<file path="src/wavd_pkg.sv">
// ----------------------------------------------------------------------------
// wavd_pkg
// Shared types and constants for the WAV to unsigned 8-bit mono PCM decoder.
// ----------------------------------------------------------------------------
package wavd_pkg;

  localparam int unsigned MAX_FRAMES_W = 17;

  localparam logic [MAX_FRAMES_W-1:0] MAX_FRAMES_RST = 17'h10000;

  localparam logic [31:0] TAG_RIFF = 32'h52494646;
  localparam logic [31:0] TAG_WAVE = 32'h57415645;
  localparam logic [31:0] TAG_FMT  = 32'h666D7420;
  localparam logic [31:0] TAG_DATA = 32'h64617461;

  localparam logic [1:0] ST_OK          = 2'd0;
  localparam logic [1:0] ST_BAD_HEADER  = 2'd1;
  localparam logic [1:0] ST_UNSUPPORTED = 2'd2;
  localparam logic [1:0] ST_NO_SAMPLES  = 2'd3;

  localparam logic [5:0] MIN_FILE_BYTES = 6'd44;
  localparam logic [4:0] FMT_MIN_BYTES  = 5'd16;

  typedef struct packed {
    logic                    has_result;
    logic [7:0]              sample;
    logic                    sample_valid;
    logic                    done;
    logic [1:0]              status;
    logic [31:0]             rate;
    logic [MAX_FRAMES_W-1:0] count;
  } res_t;

  // byte idx of a four-character tag, first character in the top byte
  function automatic logic [7:0] tag_byte(input logic [31:0] tag, input logic [1:0] idx);
    return tag[{~idx, 3'b000} +: 8];
  endfunction

endpackage

</file>
<file path="src/wavd_parse.sv">
// ----------------------------------------------------------------------------
// wavd_parse
// RIFF/WAVE chunk walker and frame mixer: parse state and one-byte step.
// ----------------------------------------------------------------------------
module wavd_parse import wavd_pkg::*; (
  input  logic                    clk,
  input  logic                    rst_n,
  input  logic                    step,
  input  logic [7:0]              file_byte,
  input  logic                    end_of_file,
  input  logic [MAX_FRAMES_W-1:0] max_frames,
  output res_t                    res
);

  typedef enum logic [2:0] {
    PH_RIFF, PH_TAG, PH_SIZE, PH_FMT, PH_DATA, PH_SKIP, PH_STOP
  } phase_t;

  phase_t                  phase_r,  phase_nxt;
  logic [5:0]              pos_r,    pos_nxt;
  logic [31:0]             tag_r,    tag_nxt;
  logic [32:0]             rem_r,    rem_nxt;
  logic [15:0]             chan_r,   chan_nxt;
  logic [31:0]             rate_r,   rate_nxt;
  logic [15:0]             bits_r,   bits_nxt;
  logic [2:0]              fbytes_r, fbytes_nxt;
  logic [1:0]              fidx_r,   fidx_nxt;
  logic [MAX_FRAMES_W-1:0] femit_r,  femit_nxt;
  logic [1:0]              err_r,    err_nxt;
  logic [4:0]              foff_r,   foff_nxt;
  logic [3:0][7:0]         fbuf_r,   fbuf_nxt;

  logic [32:0] rem_dec;
  logic [31:0] size_w;
  logic [32:0] size_pad;
  logic        smp_valid;
  logic [7:0]  smp;
  logic [1:0]  status;

  function automatic logic [7:0] mix_frame(input logic [3:0][7:0] f, input logic w16,
                                           input logic stereo);
    logic [8:0]  sum8;
    logic [16:0] sum16;
    logic [15:0] v;
    sum8  = {1'b0, f[0]} + {1'b0, f[1]};
    sum16 = {f[1][7], f[1], f[0]} + {f[3][7], f[3], f[2]};
    sum16 = sum16 + {16'd0, sum16[16]};
    v     = stereo ? sum16[16:1] : {f[1], f[0]};
    if (!w16) begin
      return stereo ? sum8[8:1] : f[0];
    end
    return v[15:8] ^ 8'h80;
  endfunction

  assign rem_dec  = rem_r - 33'd1;
  assign size_w   = rem_r[31:0] | (32'(file_byte) << {fidx_r, 3'b000});
  assign size_pad = {1'b0, size_w} + {32'd0, size_w[0]};

  always_comb begin
    phase_nxt  = phase_r;
    tag_nxt    = tag_r;
    rem_nxt    = rem_r;
    chan_nxt   = chan_r;
    rate_nxt   = rate_r;
    bits_nxt   = bits_r;
    fbytes_nxt = fbytes_r;
    fidx_nxt   = fidx_r;
    femit_nxt  = femit_r;
    err_nxt    = err_r;
    foff_nxt   = foff_r;
    fbuf_nxt   = fbuf_r;
    smp_valid  = 1'b0;
    smp        = 8'd0;
    pos_nxt    = (pos_r == MIN_FILE_BYTES) ? pos_r : pos_r + 6'd1;

    case (phase_r)
      PH_RIFF: begin
        if (pos_r < 6'd4 && file_byte != tag_byte(TAG_RIFF, pos_r[1:0])) begin
          err_nxt   = ST_BAD_HEADER;
          phase_nxt = PH_STOP;
        end else if (pos_r >= 6'd8 && pos_r < 6'd12 &&
                     file_byte != tag_byte(TAG_WAVE, pos_r[1:0])) begin
          err_nxt   = ST_BAD_HEADER;
          phase_nxt = PH_STOP;
        end else if (pos_r >= 6'd11) begin
          phase_nxt = PH_TAG;
          fidx_nxt  = 2'd0;
        end
      end
      PH_TAG: begin
        tag_nxt  = {tag_r[23:0], file_byte};
        fidx_nxt = fidx_r + 2'd1;
        if (fidx_r == 2'd3) begin
          phase_nxt = PH_SIZE;
          rem_nxt   = 33'd0;
        end
      end
      PH_SIZE: begin
        rem_nxt  = {1'b0, size_w};
        fidx_nxt = fidx_r + 2'd1;
        if (fidx_r == 2'd3) begin
          fidx_nxt = 2'd0;
          if (tag_r == TAG_FMT) begin
            if (size_w < 32'(FMT_MIN_BYTES)) begin
              err_nxt   = ST_UNSUPPORTED;
              phase_nxt = PH_STOP;
            end else begin
              rem_nxt   = size_pad;
              foff_nxt  = 5'd0;
              phase_nxt = PH_FMT;
            end
          end else if (tag_r == TAG_DATA) begin
            if ((chan_r != 16'd1 && chan_r != 16'd2) ||
                (bits_r != 16'd8 && bits_r != 16'd16) || rate_r == 32'd0) begin
              err_nxt   = ST_UNSUPPORTED;
              phase_nxt = PH_STOP;
            end else begin
              if (bits_r == 16'd16) begin
                fbytes_nxt = (chan_r == 16'd2) ? 3'd4 : 3'd2;
              end else begin
                fbytes_nxt = (chan_r == 16'd2) ? 3'd2 : 3'd1;
              end
              phase_nxt = (size_w != 32'd0) ? PH_DATA : PH_STOP;
            end
          end else begin
            rem_nxt   = size_pad;
            phase_nxt = (size_pad != 33'd0) ? PH_SKIP : PH_TAG;
          end
        end
      end
      PH_FMT: begin
        case (foff_r)
          5'd2:    chan_nxt[7:0]   = file_byte;
          5'd3:    chan_nxt[15:8]  = file_byte;
          5'd4:    rate_nxt[7:0]   = file_byte;
          5'd5:    rate_nxt[15:8]  = file_byte;
          5'd6:    rate_nxt[23:16] = file_byte;
          5'd7:    rate_nxt[31:24] = file_byte;
          5'd14:   bits_nxt[7:0]   = file_byte;
          5'd15:   bits_nxt[15:8]  = file_byte;
          default: ;
        endcase
        if (foff_r < FMT_MIN_BYTES) begin
          foff_nxt = foff_r + 5'd1;
        end
        rem_nxt = rem_dec;
        if (rem_dec == 33'd0) begin
          phase_nxt = PH_TAG;
          fidx_nxt  = 2'd0;
        end
      end
      PH_DATA: begin
        fbuf_nxt[fidx_r] = file_byte;
        if ({1'b0, fidx_r} + 3'd1 >= fbytes_r) begin
          fidx_nxt = 2'd0;
          if (femit_r < max_frames) begin
            smp       = mix_frame(fbuf_nxt, bits_r == 16'd16, chan_r == 16'd2);
            smp_valid = 1'b1;
            femit_nxt = femit_r + 17'd1;
          end
        end else begin
          fidx_nxt = fidx_r + 2'd1;
        end
        rem_nxt = rem_dec;
        if (rem_dec == 33'd0) begin
          phase_nxt = PH_STOP;
        end
      end
      PH_SKIP: begin
        rem_nxt = rem_dec;
        if (rem_dec == 33'd0) begin
          phase_nxt = PH_TAG;
          fidx_nxt  = 2'd0;
        end
      end
      default: ;
    endcase

    if (pos_nxt < MIN_FILE_BYTES) begin
      status = ST_BAD_HEADER;
    end else if (err_nxt != ST_OK) begin
      status = err_nxt;
    end else if (fbytes_nxt == 3'd0 || femit_nxt == '0) begin
      status = ST_NO_SAMPLES;
    end else begin
      status = ST_OK;
    end

    res.has_result   = smp_valid | end_of_file;
    res.sample       = smp;
    res.sample_valid = smp_valid;
    res.done         = end_of_file;
    res.status       = end_of_file ? status : ST_OK;
    res.rate         = end_of_file ? rate_nxt : 32'd0;
    res.count        = end_of_file ? femit_nxt : '0;
  end

  always_ff @(posedge clk) begin
    if (!rst_n || (step && end_of_file)) begin
      phase_r  <= PH_RIFF;
      pos_r    <= 6'd0;
      tag_r    <= 32'd0;
      rem_r    <= 33'd0;
      chan_r   <= 16'd0;
      rate_r   <= 32'd0;
      bits_r   <= 16'd0;
      fbytes_r <= 3'd0;
      fidx_r   <= 2'd0;
      femit_r  <= '0;
      err_r    <= ST_OK;
      foff_r   <= 5'd0;
      fbuf_r   <= '0;
    end else if (step) begin
      phase_r  <= phase_nxt;
      pos_r    <= pos_nxt;
      tag_r    <= tag_nxt;
      rem_r    <= rem_nxt;
      chan_r   <= chan_nxt;
      rate_r   <= rate_nxt;
      bits_r   <= bits_nxt;
      fbytes_r <= fbytes_nxt;
      fidx_r   <= fidx_nxt;
      femit_r  <= femit_nxt;
      err_r    <= err_nxt;
      foff_r   <= foff_nxt;
      fbuf_r   <= fbuf_nxt;
    end
  end

endmodule

</file>
<file path="src/wav_to_u8_mono_pcm.sv">
// ----------------------------------------------------------------------------
// wav_to_u8_mono_pcm
// Streaming RIFF/WAVE PCM decoder giving unsigned 8-bit mono samples.
// ----------------------------------------------------------------------------
// One file byte is taken per cycle while in_ready is high. The parser
// advances its state in the cycle of the request, and any result (a sample,
// the end-of-file report, or both) lands in the output register at the end
// of that cycle. in_ready stays high while that register is empty or being
// read, so bytes stream at one per cycle whenever out_ready keeps up; a byte
// that yields no result occupies no output slot. The parser step and mixer
// are combinational. max_frames, written via cfg_wr_en/cfg_wr_data, resets to
// 65536; the user must write it only while no file is in flight (not enforced).
module wav_to_u8_mono_pcm import wavd_pkg::*; (
  input  logic                    clk,
  input  logic                    rst_n,
  input  logic                    in_valid,
  output logic                    in_ready,
  input  logic [7:0]              in_file_byte,
  input  logic                    in_end_of_file,
  output logic                    out_valid,
  input  logic                    out_ready,
  output logic [7:0]              out_sample,
  output logic                    out_sample_valid,
  output logic                    out_done_res,
  output logic [1:0]              out_status,
  output logic [31:0]             out_rate,
  output logic [MAX_FRAMES_W-1:0] out_frame_total,
  input  logic                    cfg_wr_en,
  input  logic [MAX_FRAMES_W-1:0] cfg_wr_data
);

  logic [MAX_FRAMES_W-1:0] max_frames_r;
  logic                    out_valid_r;
  res_t                    res_r;
  res_t                    res;
  logic                    in_fire;

  assign in_ready = !out_valid_r || out_ready;
  assign in_fire  = in_valid && in_ready;

  wavd_parse u_parse (
    .clk         (clk),
    .rst_n       (rst_n),
    .step        (in_fire),
    .file_byte   (in_file_byte),
    .end_of_file (in_end_of_file),
    .max_frames  (max_frames_r),
    .res         (res)
  );

  always_ff @(posedge clk) begin
    if (!rst_n) begin
      max_frames_r <= MAX_FRAMES_RST;
    end else if (cfg_wr_en) begin
      max_frames_r <= cfg_wr_data;
    end
  end

  // hold the result until taken, load a new one on each request that yields one
  always_ff @(posedge clk) begin
    if (!rst_n) begin
      out_valid_r <= 1'b0;
    end else if (in_ready) begin
      out_valid_r <= in_fire && res.has_result;
    end
  end

  always_ff @(posedge clk) begin
    if (in_fire && res.has_result) begin
      res_r <= res;
    end
  end

  assign out_valid        = out_valid_r;
  assign out_sample       = res_r.sample;
  assign out_sample_valid = res_r.sample_valid;
  assign out_done_res     = res_r.done;
  assign out_status       = res_r.status;
  assign out_rate         = res_r.rate;
  assign out_frame_total  = res_r.count;

  a_result_has_content: assert property (@(posedge clk) disable iff (!rst_n)
    out_valid_r |-> (res_r.sample_valid || res_r.done))
    else $error("result without sample or done");

  a_report_only_on_done: assert property (@(posedge clk) disable iff (!rst_n)
    (out_valid_r && !res_r.done) |-> (res_r.status == ST_OK && res_r.count == '0))
    else $error("report fields set without done");

  a_count_within_cap: assert property (@(posedge clk) disable iff (!rst_n)
    (out_valid_r && res_r.done) |-> (res_r.count <= max_frames_r))
    else $error("frame count above max_frames");

  a_sample_zero_when_idle: assert property (@(posedge clk) disable iff (!rst_n)
    (out_valid_r && !res_r.sample_valid) |-> (res_r.sample == 8'd0))
    else $error("sample set without sample_valid");

endmodule
</file>
<file path="config.mk">
export PLATFORM = sky130hd
export DESIGN_NAME = wav_to_u8_mono_pcm
export DESIGN_NICKNAME = d
export VERILOG_FILES = /design/src/wavd_pkg.sv /design/src/wavd_parse.sv /design/src/wav_to_u8_mono_pcm.sv
export SDC_FILE = /design/constraint.sdc
export NUM_CORES = 1
export LEC_CHECK = 0
export ABC_AREA = 1
export BUFFER_PORTS_ARGS = -buffer_cell sky130_fd_sc_hd__buf_2
export CAP_MARGIN = 20
export CORE_MARGIN = 1
export CORE_UTILIZATION = 25
export CTS_CLUSTER_DIAMETER = 30
export DETAILED_ROUTE_END_ITERATION = 6
export GPL_TIMING_DRIVEN = 0
export PLACE_DENSITY = 0.49
export SETUP_SLACK_MARGIN = 0.3
export SLEW_MARGIN = 20
export SYNTH_ARGS = -nofsm -noshare
export SYNTH_HDL_FRONTEND = slang
export SYNTH_SLANG_ARGS = --single-unit
</file>
<file path="constraint.sdc">
create_clock -name clk -period 13.14 [get_ports clk]
set_clock_uncertainty 0.2 [all_clocks]
set_input_delay 1.971 -clock clk [delete_from_list [all_inputs] [get_ports clk]]
set_output_delay 1.971 -clock clk [all_outputs]
set_load 0.05 [all_outputs]
</file>
==> metrics.txt <==
H-tree levels=3; Synth Cell Area=17900 µm²; antenna violations before repair=0; # port buffers=86; DRT antenna net count=0; PD cells=roughly 190 nW/µm²; drt total wl=roughly 64000 µm; placed instance count=3637; Reg-to-Reg Start=u_parse.fidx_r[0]; Die Wd=269 µm; Worst setup SP type=input pin; Nets=2873; DR top layer=met4; Rows=97; post-synthesis sequential area ratio=0.346; drt wl/cell=17.0 µm; Placer Congestion=0.891; Crit Path Max Fanout=10; vias in the first global route=17400; Synth Net Count=2704; Yosys cell types=55; area share of the largest cell type after synthesis=0.243; # fillers=~7600; min-delay src=u_parse.bits_r[1]; Max-slew headroom=0.198; 1st-iter DRT viols=1521; root buf cell=clkbuf_16; min-delay worst type=reg -> reg; Worst Tran Pin Value=1.20 ns; Skew-Pair Late Insertion Delay=between 0.6 and 0.7 ns; ant diodes=0; first-pass GRT wire length=100000 µm; GR Overflow Total=0; post-layout min period=around 6 ns; WP data required=13.28 ns; Starting Density=0.254; final hold violations=0; status=completed; clock slew at reported path FFs=0.04 ns; PostCTS Resize Cnt=0; Post-synth EDFFs=61; chip height=269 µm; routed wl met2=about 29000 µm; Area Growth Syn to Fin=25.2%; CTS tree=done; critical path class=in -> reg; DR vias=18200; period utilization=0.449; final worst slack=7.24 ns; Mapped Cells=2608; via density per instance=4.81; GRT Util Overall=0.175; post-CTS setup buffer count=0; Yosys top cell by area=dfxtp_1; RSZ-0062 raised after global routing=no; core area=70400 µm²; M1 WL=around 30000 µm; Syn. warnings=0; largest net degree at the start of global routing=22; IR drop worst, VDD=0.0991 mV; fraction of registers with async set/reset=0; DRC viols=0; clk buf depth=3; flops & latches, synth=278; Fin Hold WS=0.242 ns; # IOs=94; top cells by area, synth=dfxtp_1, nand2_1, edfxtp_1; total CTS buffers=78; DP HPWL=just under 50000 µm; DR WL met3=around 3700 µm; final setup TNS=0 ns; Data arrival, critical path=6.04 ns; number of detailed-route iterations in the first pass=6; Setup violations, final=0; post-cts hold buffer count=0; Max Clk Rate=about 0.17 GHz; synth cell count leaders=nand2_1, nor2_1, inv_1; pre-CTS setup slack=6.72 ns; crit end category=flip-flop; max cap viols=0; Final Slew Violations=0; CTS Sinks=278; CP Launch Point=in_file_byte[1]; layout cells sized above 1=0.128; top-count cell post-synth=nand2_1; leakage=9.65 nW; final non-filler cell total=3783; Post-synth top flop=dfxtp_1; Post-Syn Area per Cell=around 6.8 µm²; die area=just over 70000 µm²
==> final timing paths <==
| check | end | slack [ns] | cells after the start |
|---|---|---|---|
| max reg2reg | out_sample[3] | 8.15 | 20 |
| min | u_parse.bits_r[1] | 0.24 | 2 |
| max | out_sample[4] | 7.24 | 18 |
| min reg2reg | u_parse.bits_r[1] | 0.24 | 2 |
==> routing by layer <==
metal  up-vias  global-route usage
li1       9068                   -
met1      8449               0.239
met2       591               0.278
met3        98              0.0266
met4         0              0.0611
met5         -                   0
==> cell usage in the layout, fill, tap and decap left out, drive strengths merged, types with 15 or more instances in the layout <==
| cell | Yosys | routed |
|---|---|---|
| o211ai | 65 | 65 |
| nand2 | 561 | 561 |
| nand4 | 47 | 47 |
| xor2 | 35 | 35 |
| edfxtp | 61 | 61 |
| clkbuf | 87 | 180 |
| o21ai | 215 | 215 |
| nor4 | 16 | 16 |
| clkinv | 5 | 28 |
| dfxtp | 217 | 217 |
| nand3 | 135 | 135 |
| a21oi | 260 | 260 |
| nor2 | 365 | 365 |
| clkinvlp | 0 | 15 |
| a31oi | 25 | 25 |
| buf | 24 | 113 |
| ha | 63 | 63 |
| inv | 314 | 318 |
| nor3 | 28 | 28 |
==> final cells by class <==
cell class	count	area [µm²]	area share
multi-input combinational	1900	9980	0.447
timing repair buffer	89	513	0.0230
sequential	278	6180	0.276
clock inverter	53	691	0.0309
inverter	319	1210	0.0542
buffer	111	502	0.0224
clock buffer	93	2100	0.0940
tap	940	1180	0.0526
==> report_power, final <==
part	switching [mW]	internal, mW
combinational	0.876	0.354
sequential	0.0505	0.944
clock	0.612	1.37
==> through the flow <==
stage	cell area [µm²]	total power, mW	util
global route	22400	4.42	0.318
global placement	19500	2.21	0.276
detailed placement	19600	2.21	0.278
CTS	22400	4.21	0.318
floorplan	17900	1.87	-
finish	22400	4.20	0.318
==> sequential cells by signal (all words and copies together) (netlist names), 17 cells and up <==
name and cells:
max_frames_r 17, out_frame_total 17, out_rate 32, u_parse.fbuf_r 32
u_parse.femit_r 17, u_parse.rate_r 32, u_parse.rem_r 33, u_parse.tag_r 32
==> logic make-up (layout without fill, tap and decap cells) <==
group / after synthesis / count (layout) / synth area share
simple gates: 1179 / 1179 / 0.298
compound gates: 613 / 613 / 0.192
fa+ha+maj: 65 / 65 / 0.0464
flops: 278 / 278 / 0.346
buf+inv: 430 / 665 / 0.0960
xor+xnor: 43 / 43 / 0.0211
==> critical path: stages <==
cell and delay (ns):
buf_2 0.24, inv_1 0.17, clkbuf_1 0.90, o21ai_0 0.50
ha_1 0.49, a21oi_1 0.30, o21ai_0 0.16, a21oi_1 0.18
nand2_1 0.07, nand2_1 0.05, nand2_1 0.10, nor2_2 0.25
and2_1 0.21, nand3b_1 0.09, nand2_1 0.10, nand2_1 0.07
nand2_1 0.09, a21oi_1 0.06
Power figures use the tool's default switching activity.
